**src/sbse_pkg.sv**
```systemverilog
package sbse_pkg;

  localparam int HALF_WIDTH = 8;
  localparam int MAX_SPAN   = 16;
  localparam int TAPS       = 2 * HALF_WIDTH + 1;
  localparam int HELD       = MAX_SPAN + 1;

  localparam int SAMPLE_W   = 16;
  localparam int SPAN_W     = 5;
  localparam int COUNT_W    = 16;
  localparam int TAP_IDX_W  = $clog2(TAPS);
  localparam int HELD_IDX_W = $clog2(HELD);
  localparam int HC_W       = $clog2(HELD + 1);
  localparam int K_W        = $clog2(HALF_WIDTH + 1);

  localparam int COEF_W     = 16;
  localparam int PROD_W     = SAMPLE_W + COEF_W + 1;
  localparam int ACC_W      = PROD_W + TAP_IDX_W;
  localparam int NUM_W      = SAMPLE_W + K_W;
  localparam int WIDE_W     = 24;

  localparam logic [SPAN_W-1:0] SPAN_RESET = SPAN_W'(4);

  typedef logic [COEF_W-1:0] coef_t;

  // sine-bell taps, Q0.16, normalised to unit sum; symmetric about the centre
  localparam coef_t COEF_ROM [TAPS] = '{
    16'd996,  16'd1961, 16'd2867, 16'd3686, 16'd4392, 16'd4965, 16'd5388, 16'd5647,
    16'd5734,
    16'd5647, 16'd5388, 16'd4965, 16'd4392, 16'd3686, 16'd2867, 16'd1961, 16'd996
  };

  typedef struct packed {
    logic clear;
    logic en;
  } mac_ctrl_t;

  typedef struct packed {
    logic              start;
    logic [NUM_W-1:0]  num;
    logic [SPAN_W-1:0] den;
  } div_req_t;

  function automatic logic signed [SAMPLE_W-1:0] sat16(input logic signed [WIDE_W-1:0] v);
    logic signed [WIDE_W-1:0] hi;
    logic signed [WIDE_W-1:0] lo;
    hi = WIDE_W'(2 ** (SAMPLE_W - 1) - 1);
    lo = -hi - WIDE_W'(1);
    if (v > hi) begin
      return hi[SAMPLE_W-1:0];
    end else if (v < lo) begin
      return lo[SAMPLE_W-1:0];
    end
    return v[SAMPLE_W-1:0];
  endfunction

endpackage

```
**src/sbse_mac.sv**
```systemverilog
module sbse_mac import sbse_pkg::*; (
  input  logic                       clk,
  input  logic                       rst,
  input  mac_ctrl_t                  ctrl,
  input  coef_t                      coef,
  input  logic signed [SAMPLE_W-1:0] smp,
  output logic signed [SAMPLE_W-1:0] y
);

  logic signed [PROD_W-1:0] prod;
  logic                     prod_v;
  logic signed [ACC_W-1:0]  acc;

  // product registered, then summed
  always_ff @(posedge clk) begin
    if (rst) begin
      prod_v <= 1'b0;
    end else begin
      prod_v <= ctrl.en;
    end
    prod <= $signed({1'b0, coef}) * smp;
    if (ctrl.clear) begin
      acc <= ACC_W'(2 ** (COEF_W - 1));
    end else if (prod_v) begin
      acc <= acc + {{(ACC_W - PROD_W){prod[PROD_W-1]}}, prod};
    end
  end

  assign y = sat16(WIDE_W'(acc >>> COEF_W));

endmodule

```
**src/sbse_div.sv**
```systemverilog
module sbse_div import sbse_pkg::*; (
  input  logic             clk,
  input  logic             rst,
  input  div_req_t         req,
  output logic             done,
  output logic [NUM_W-1:0] quo
);

  localparam int CNT_W = $clog2(NUM_W + 1);

  logic [CNT_W-1:0]  cnt;
  logic              busy;
  logic [NUM_W-1:0]  num_sh;
  logic [SPAN_W-1:0] rem;
  logic [SPAN_W-1:0] den;
  logic [SPAN_W-1:0] rem_sh;
  logic              ge;

  // remainder stays below the divisor, so its top bit is free for the shift
  assign rem_sh = {rem[SPAN_W-2:0], num_sh[NUM_W-1]};
  assign ge     = rem_sh >= den;

  always_ff @(posedge clk) begin
    if (rst) begin
      busy <= 1'b0;
      done <= 1'b0;
      cnt  <= '0;
    end else begin
      done <= 1'b0;
      if (req.start) begin
        busy   <= 1'b1;
        cnt    <= CNT_W'(NUM_W);
        num_sh <= req.num;
        rem    <= '0;
        den    <= req.den;
      end else if (busy) begin
        rem    <= ge ? rem_sh - den : rem_sh;
        num_sh <= {num_sh[NUM_W-2:0], ge};
        cnt    <= cnt - 1'b1;
        if (cnt == CNT_W'(1)) begin
          busy <= 1'b0;
          done <= 1'b1;
        end
      end
    end
  end

  assign quo = num_sh;

endmodule

```
**src/sine_bell_smoother_edge_extrapolate_unit.sv**
```systemverilog
// Sine-bell smoother with linear edge extrapolation. Samples of a frame go in one item at a
// time on the input channel; the frame ends at an item with frame_end set. Once 17 samples
// are in, each item yields one 17-tap windowed output, formed by a single multiply-accumulate
// unit stepping over the taps; an item also waits for the output register when the far side
// stalls. Interior outputs are held back until the span register (span, read when an item
// is accepted; 0 acts as 1, above 16 as 16) allows the slope at the leading edge; that item
// then sends eight extrapolated outputs and every held one. Each extrapolated output, the
// eight leading and the eight trailing ones at frame end, runs through a shared 20-step
// restoring divider. A frame that ends before the leading edge went out gives one item with
// too_short and out_last set. in_stall is high for the whole of an item's work.
module sine_bell_smoother_edge_extrapolate_unit import sbse_pkg::*; (
  input  logic                       clk,
  input  logic                       rst,
  input  logic                       in_valid,
  output logic                       in_stall,
  input  logic signed [SAMPLE_W-1:0] sample,
  input  logic                       frame_end,
  output logic                       out_valid,
  input  logic                       out_stall,
  output logic signed [SAMPLE_W-1:0] smoothed,
  output logic                       out_last,
  output logic                       too_short,
  input  logic                       cfg_wen,
  input  logic [SPAN_W-1:0]          cfg_wdata
);

  typedef enum logic [4:0] {
    S_IDLE, S_CHECK, S_MAC, S_DRAIN, S_PUSH, S_EMIT_Y, S_LEAD_CHK,
    S_RD_A, S_RD_B, S_RD_C, S_DIV, S_DIV_WAIT, S_EXT_EMIT,
    S_HRD, S_HEMIT, S_END_CHK, S_ERR, S_CLEAR
  } state_t;

  state_t state;

  // frame state
  logic signed [SAMPLE_W-1:0] win  [TAPS];
  logic signed [SAMPLE_W-1:0] held [HELD];
  logic [COUNT_W-1:0]         count;
  logic                       start_em;
  logic                       is_end;
  logic [SPAN_W-1:0]          span;
  logic [SPAN_W-1:0]          m;
  logic [HC_W-1:0]            hc;

  // sequencer working registers
  logic [TAP_IDX_W-1:0]       mac_idx;
  logic [HELD_IDX_W-1:0]      rd_addr;
  logic [HELD_IDX_W-1:0]      oth_idx;
  logic [HELD_IDX_W-1:0]      j;
  logic signed [SAMPLE_W-1:0] held_q;
  logic signed [SAMPLE_W-1:0] base;
  logic signed [SAMPLE_W:0]   dval;
  logic [K_W-1:0]             kk;
  logic                       trail;
  logic [SPAN_W-1:0]          den;
  logic signed [SAMPLE_W-1:0] ext;

  mac_ctrl_t                  mac_ctrl;
  logic signed [SAMPLE_W-1:0] mac_y;
  div_req_t                   div_req;
  logic                       div_done;
  logic [NUM_W-1:0]           quo;

  logic                       emit_ok;
  logic                       emit_now;
  logic [COUNT_W-1:0]         excess;
  logic [HC_W-1:0]            hc_calc;
  logic [SPAN_W-1:0]          m_in;
  logic [HC_W-1:0]            hcm1;
  logic [SPAN_W-1:0]          me;
  logic [SAMPLE_W:0]          dabs;
  logic signed [WIDE_W-1:0]   qs;
  logic signed [WIDE_W-1:0]   ext_sum;

  sbse_mac u_mac (
    .clk  (clk),
    .rst  (rst),
    .ctrl (mac_ctrl),
    .coef (COEF_ROM[mac_idx]),
    .smp  (win[mac_idx]),
    .y    (mac_y)
  );

  sbse_div u_div (
    .clk  (clk),
    .rst  (rst),
    .req  (div_req),
    .done (div_done),
    .quo  (quo)
  );

  assign in_stall = (state != S_IDLE);
  // output register free, or emptied at this edge
  assign emit_ok  = !out_valid || !out_stall;
  // an item enters the output register at this edge
  assign emit_now = (state inside {S_EMIT_Y, S_EXT_EMIT, S_HEMIT, S_ERR}) && emit_ok;

  assign mac_ctrl.clear = (state == S_CHECK);
  assign mac_ctrl.en    = (state == S_MAC);

  // interior outputs so far, capped at the held depth
  assign excess  = count - COUNT_W'(TAPS - 1);
  assign hc_calc = (excess > COUNT_W'(HELD)) ? HC_W'(HELD) : excess[HC_W-1:0];

  assign m_in = (span == '0) ? SPAN_W'(1) :
                (span > SPAN_W'(MAX_SPAN)) ? SPAN_W'(MAX_SPAN) : span;

  // trailing span never reaches past the oldest held output
  assign hcm1 = hc - 1'b1;
  assign me   = (m < SPAN_W'(hcm1)) ? m : SPAN_W'(hcm1);

  assign dabs = dval[SAMPLE_W] ? -dval : dval;

  assign div_req.start = (state == S_DIV);
  assign div_req.num   = NUM_W'(kk) * NUM_W'(dabs[SAMPLE_W-1:0]);
  assign div_req.den   = den;

  // quotient takes the sign of the slope; truncation toward zero is symmetric
  always_comb begin
    qs = $signed(WIDE_W'(quo));
    if (dval[SAMPLE_W]) begin
      qs = -qs;
    end
    ext_sum = {{(WIDE_W - SAMPLE_W){base[SAMPLE_W-1]}}, base} + qs;
  end

  always_ff @(posedge clk) begin
    held_q <= held[rd_addr];
    if (rst) begin
      state     <= S_IDLE;
      count     <= '0;
      start_em  <= 1'b0;
      span      <= SPAN_RESET;
      out_valid <= 1'b0;
      for (int i = 0; i < TAPS; i++) begin
        win[i] <= '0;
      end
    end else begin
      if (cfg_wen) begin
        span <= cfg_wdata;
      end
      out_valid <= emit_now || (out_valid && out_stall);

      case (state)
        S_IDLE: begin
          if (in_valid) begin
            for (int i = TAPS - 1; i > 0; i--) begin
              win[i] <= win[i-1];
            end
            win[0] <= sample;
            if (count != '1) begin
              count <= count + 1'b1;
            end
            is_end <= frame_end;
            m      <= m_in;
            state  <= S_CHECK;
          end
        end

        S_CHECK: begin
          if (count >= COUNT_W'(TAPS)) begin
            mac_idx <= '0;
            state   <= S_MAC;
          end else begin
            hc    <= '0;
            state <= S_LEAD_CHK;
          end
        end

        S_MAC: begin
          if (mac_idx == TAP_IDX_W'(TAPS - 1)) begin
            state <= S_DRAIN;
          end else begin
            mac_idx <= mac_idx + 1'b1;
          end
        end

        S_DRAIN: state <= S_PUSH;

        S_PUSH: begin
          for (int i = HELD - 1; i > 0; i--) begin
            held[i] <= held[i-1];
          end
          held[0] <= mac_y;
          hc      <= hc_calc;
          state   <= start_em ? S_EMIT_Y : S_LEAD_CHK;
        end

        S_EMIT_Y: begin
          if (emit_ok) begin
            smoothed  <= mac_y;
            out_last  <= 1'b0;
            too_short <= 1'b0;
            state     <= S_LEAD_CHK;
          end
        end

        S_LEAD_CHK: begin
          if (!start_em && ({1'b0, hc} >= {1'b0, m} + 1'b1)) begin
            rd_addr <= HELD_IDX_W'(hcm1);
            oth_idx <= HELD_IDX_W'(hcm1 - HC_W'(m));
            den     <= m;
            kk      <= K_W'(HALF_WIDTH);
            trail   <= 1'b0;
            state   <= S_RD_A;
          end else begin
            state <= S_END_CHK;
          end
        end

        S_RD_A: begin
          rd_addr <= oth_idx;
          state   <= S_RD_B;
        end

        S_RD_B: begin
          base  <= held_q;
          state <= S_RD_C;
        end

        S_RD_C: begin
          dval  <= {base[SAMPLE_W-1], base} - {held_q[SAMPLE_W-1], held_q};
          state <= S_DIV;
        end

        S_DIV: state <= S_DIV_WAIT;

        S_DIV_WAIT: begin
          if (div_done) begin
            ext   <= sat16(ext_sum);
            state <= S_EXT_EMIT;
          end
        end

        S_EXT_EMIT: begin
          if (emit_ok) begin
            smoothed  <= ext;
            out_last  <= trail && (kk == K_W'(HALF_WIDTH));
            too_short <= 1'b0;
            if (trail) begin
              if (kk == K_W'(HALF_WIDTH)) begin
                state <= S_CLEAR;
              end else begin
                kk    <= kk + 1'b1;
                state <= S_DIV;
              end
            end else if (kk == K_W'(1)) begin
              j       <= HELD_IDX_W'(hcm1);
              rd_addr <= HELD_IDX_W'(hcm1);
              state   <= S_HRD;
            end else begin
              kk    <= kk - 1'b1;
              state <= S_DIV;
            end
          end
        end

        S_HRD: state <= S_HEMIT;

        // held outputs go out oldest first
        S_HEMIT: begin
          if (emit_ok) begin
            smoothed  <= held_q;
            out_last  <= 1'b0;
            too_short <= 1'b0;
            if (j == '0) begin
              start_em <= 1'b1;
              state    <= S_END_CHK;
            end else begin
              j       <= j - 1'b1;
              rd_addr <= j - 1'b1;
              state   <= S_HRD;
            end
          end
        end

        S_END_CHK: begin
          if (!is_end) begin
            state <= S_IDLE;
          end else if (start_em) begin
            rd_addr <= '0;
            oth_idx <= HELD_IDX_W'(me);
            den     <= me;
            kk      <= K_W'(1);
            trail   <= 1'b1;
            state   <= S_RD_A;
          end else begin
            state <= S_ERR;
          end
        end

        S_ERR: begin
          if (emit_ok) begin
            smoothed  <= '0;
            out_last  <= 1'b1;
            too_short <= 1'b1;
            state     <= S_CLEAR;
          end
        end

        S_CLEAR: begin
          count    <= '0;
          start_em <= 1'b0;
          for (int i = 0; i < TAPS; i++) begin
            win[i] <= '0;
          end
          state <= S_IDLE;
        end

        default: state <= S_IDLE;
      endcase
    end
  end

endmodule

```
**config.mk**
```make
export PLATFORM = sky130hd
export DESIGN_NAME = sine_bell_smoother_edge_extrapolate_unit
export DESIGN_NICKNAME = d
export VERILOG_FILES = /design/src/sbse_pkg.sv /design/src/sbse_mac.sv /design/src/sbse_div.sv /design/src/sine_bell_smoother_edge_extrapolate_unit.sv
export SDC_FILE = /design/constraint.sdc
export NUM_CORES = 2
export LEC_CHECK = 0
export BUFFER_PORTS_ARGS = -buffer_cell sky130_fd_sc_hd__buf_2
export CAP_MARGIN = 40
export CORE_MARGIN = 4
export CORE_UTILIZATION = 30
export CTS_CLUSTER_DIAMETER = 40
export DETAILED_ROUTE_END_ITERATION = 8
export PLACE_DENSITY = 0.44
export SLEW_MARGIN = 20
export SYNTH_ARGS = -nofsm -noshare
export SYNTH_HDL_FRONTEND = slang
export SYNTH_SLANG_ARGS = --single-unit
```
**constraint.sdc**
```tcl
create_clock -name clk -period 44.7 [get_ports clk]
set_input_delay 13.41 -clock clk [delete_from_list [all_inputs] [get_ports clk]]
set_output_delay 13.41 -clock clk [all_outputs]
set_load 0.005 [all_outputs]
```
==> results.yml <==
outcome:
  status: "finished clean"
synth:
  synth_top_cell_area_share_pct: 43.5
  ys_async_sr_fraction_pct: 0
  synth_seq_cells: 809
  syn_area_um2: 47000
  yosys.area.top_type: "edfxtp_1"
  synthCells: 3855
  syn-mean-instance-area_um2: 12.2
  synth_common_cells: "681 x edfxtp_1, 324 x inv_1, 307 x and2_1, 307 x nor2_1, 284 x nand2_1"
  synth_warnings: 0
  synth_area_leaders: "edfxtp_1 43%, fa_1 7.9%, mux4_2 7.7%, ha_1 7.1%, dfxtp_1 5.5%"
  yosysSeqAreaShare_pct: 48.9
  synth_most_common_cell: "edfxtp_1"
  synth-edff-count: 681
  synth_ff_type: "edfxtp_1"
  synth_cell_types: 77
  synth_nets: 4332
cells_and_area:
  final_area_um2: 55100
  fillers: 15400
  antennaDiodeCount: 0
  utilization_pct: 35.3
  drive_gt1_share_pct: 14.4
  nNetsFinal: 4435
  area_growth_pct: 17.1
worst_setup_path:
  arrival_ns: 16.27
  path_max_fanout: 141
  worstSetupStartpointType: "primary input"
  worst_ep_required_time_ns: 45.09
  critPathCaptureType: "flip-flop"
  critPathKind: "primary input to flip-flop"
  startpoint: "rst"
clocking:
  ctsHtreeMaxLevel: 4
  cts_sinks: 809
  clock_path_buffers: 3
  hold_buffers: 0
  cts_resized: 0
  insertion_delay_ns: 0.78
  cts_tree: "done"
  root_buffer: "clkbuf_16"
  cts_setup_buffers: 0
  cts-buffers-inserted: 144
  clkTransAtPathRegs_ns: 0.05
detailed_routing:
  antenna_left: 0
  wirelength_mm: 111
  viasPerCell: 4.78
  firstDrtPassIters: 5
  drtIter0Drc: 1846
  post-route-drc-count: 0
  wl_per_cell_um: 18.1
  vias: 29300
place:
  place_congestion: 0.777
  portBuffers: 46
  dp_worst_setup_slack_ns: 27.80
  place_area_um2: 49900
  dp_hpwl_mm: 75.7
sta:
  finalSetupViolCount: 0
  skew_ns: 0.0786
  maxSlewHeadroom_pct: 22.1
  finalCritPeriodShare_pct: 35.5
  setup_ws_ns: 28.82
  rsz0062_at_grt: "no"
  timing.fmax_mhz: 63.0
  report.final.slew_viol_count: 0
  final.setup.tns_ns: 0
  layout_min_cycle_time_ns: 15.89
  worstMarginPinSlew_ns: 1.17
  hold_viol_final: 0
floorplan:
  die_area_um2: 163000
  die_h_um: 404
  coreArea_um2: 156000
  dieWidth_um: 404
  start_util_pct: 30.1
  rows: 145
  io_pins: 47
hold_path:
  hp-class: "flip-flop to flip-flop"
  min-delay-start: "held[10][4]$_DFFE_PP_"
global_routing:
  antenna_found_initial: 3
  grt_pass1_wl_mm: 175
  grt_use_total_pct: 13.6
  grt-ovfl-total: 0
  grt_pass1_vias: 30100
  grt_max_degree: 280
job:
  max_cap_violations: 0
[registers in the layout (all words and copies together), names as in the netlist, 16 cells and up, named ones only]
register,flops
win,272
u_div.quo,20
held,272
dval,17
count,16
smoothed,16
held_q,16
u_mac.acc,38
u_mac.prod,33
ext,16
base,16
[layer usage]
metal / part of all wire [%] / global-route usage, %
met5: 0.012 / 0
met4: 2.5 / 4.19
met3: 4.1 / 2.59
met2: 48 / 22.1
met1: 46 / 18.4
[worst paths after layout]
check	to	slack (ns)	depth (start not counted)
setup / recovery	win[15][0]$_SDFFCE_PP0P_	28.82	8
hold / removal	held[11][4]$_DFFE_PP_	0.41	0
setup reg to reg	u_mac.prod[32]$_DFF_P_	35.01	27
hold reg to reg	held[11][4]$_DFFE_PP_	0.41	0
[metrics by stage]
step / cells / hold slack [ns]
6_report: 6135 / 0.413
5_1_grt: 6135 / 0.430
4_1_cts: 6129 / 0.403
3_5_place_dp: 5864 / 0.415
3_3_place_gp: 5849 / 0.405
2_1_floorplan: 3855 / 0.400
[critical path, cell delays in order]
cell and delay [ns]:
buf_2 0.08, buf_4 0.45, o21bai_1 0.21, buf_4 0.24, nand2b_4 0.43, buf_12 0.58, buf_4 0.35, buf_16 0.30
[cell usage in the layout, fill, tap and decap left out, types with 15 or more instances in the layout]
cell / n
nor2b_1: 37
a211oi_1: 18
a21o_1: 54
ha_1: 265
buf_2: 48
o21a_1: 23
nand2b_1: 41
mux4_2: 160
o21bai_1: 15
nor3_1: 45
clkinv_16: 15
fa_1: 185
a221oi_1: 17
xor2_1: 55
inv_1: 324
nand2_1: 284
clkinvlp_4: 20
and3_1: 27
edfxtp_1: 681
o21ai_0: 110
clkbuf_16: 145
xnor2_1: 111
nand3_1: 37
mux2i_1: 45
mux2_2: 31
and2_1: 307
clkbuf_1: 23
buf_4: 54
or2_2: 19
or3_1: 15
clkinv_2: 15
dfxtp_1: 125
nor2_1: 303
a21oi_1: 163
[cell families (layout without fill, tap and decap cells)]
group	count (synthesis)	after routing	share of synthesized area, %
adders and majority gates	450	450	14.9
and+or+nand+nor	1169	1169	12.3
xor gates and xnor gates	166	166	3.09
DFF	809	809	48.9
buffers and inverters	482	704	3.88
muxes	238	238	9.41
AOI/OAI and AO/OA	541	541	7.46
[area by class of cell]
cell class                      count  area (um2)  share of cell area, %
Inverter                          324        1220                   2.21
Tap cell                         2058        2570                   4.68
Clock buffer                      174        3800                   6.90
Timing Repair Buffer              115         893                   1.62
Multi-Input combinational cell   2564       22300                   40.4
Sequential cell                   809       23000                   41.8
Clock inverter                     91        1290                   2.34
Power is left out: the tool's default activity adds up to more than one toggle a clock period on the data nets, which glitch-free logic cannot reach.
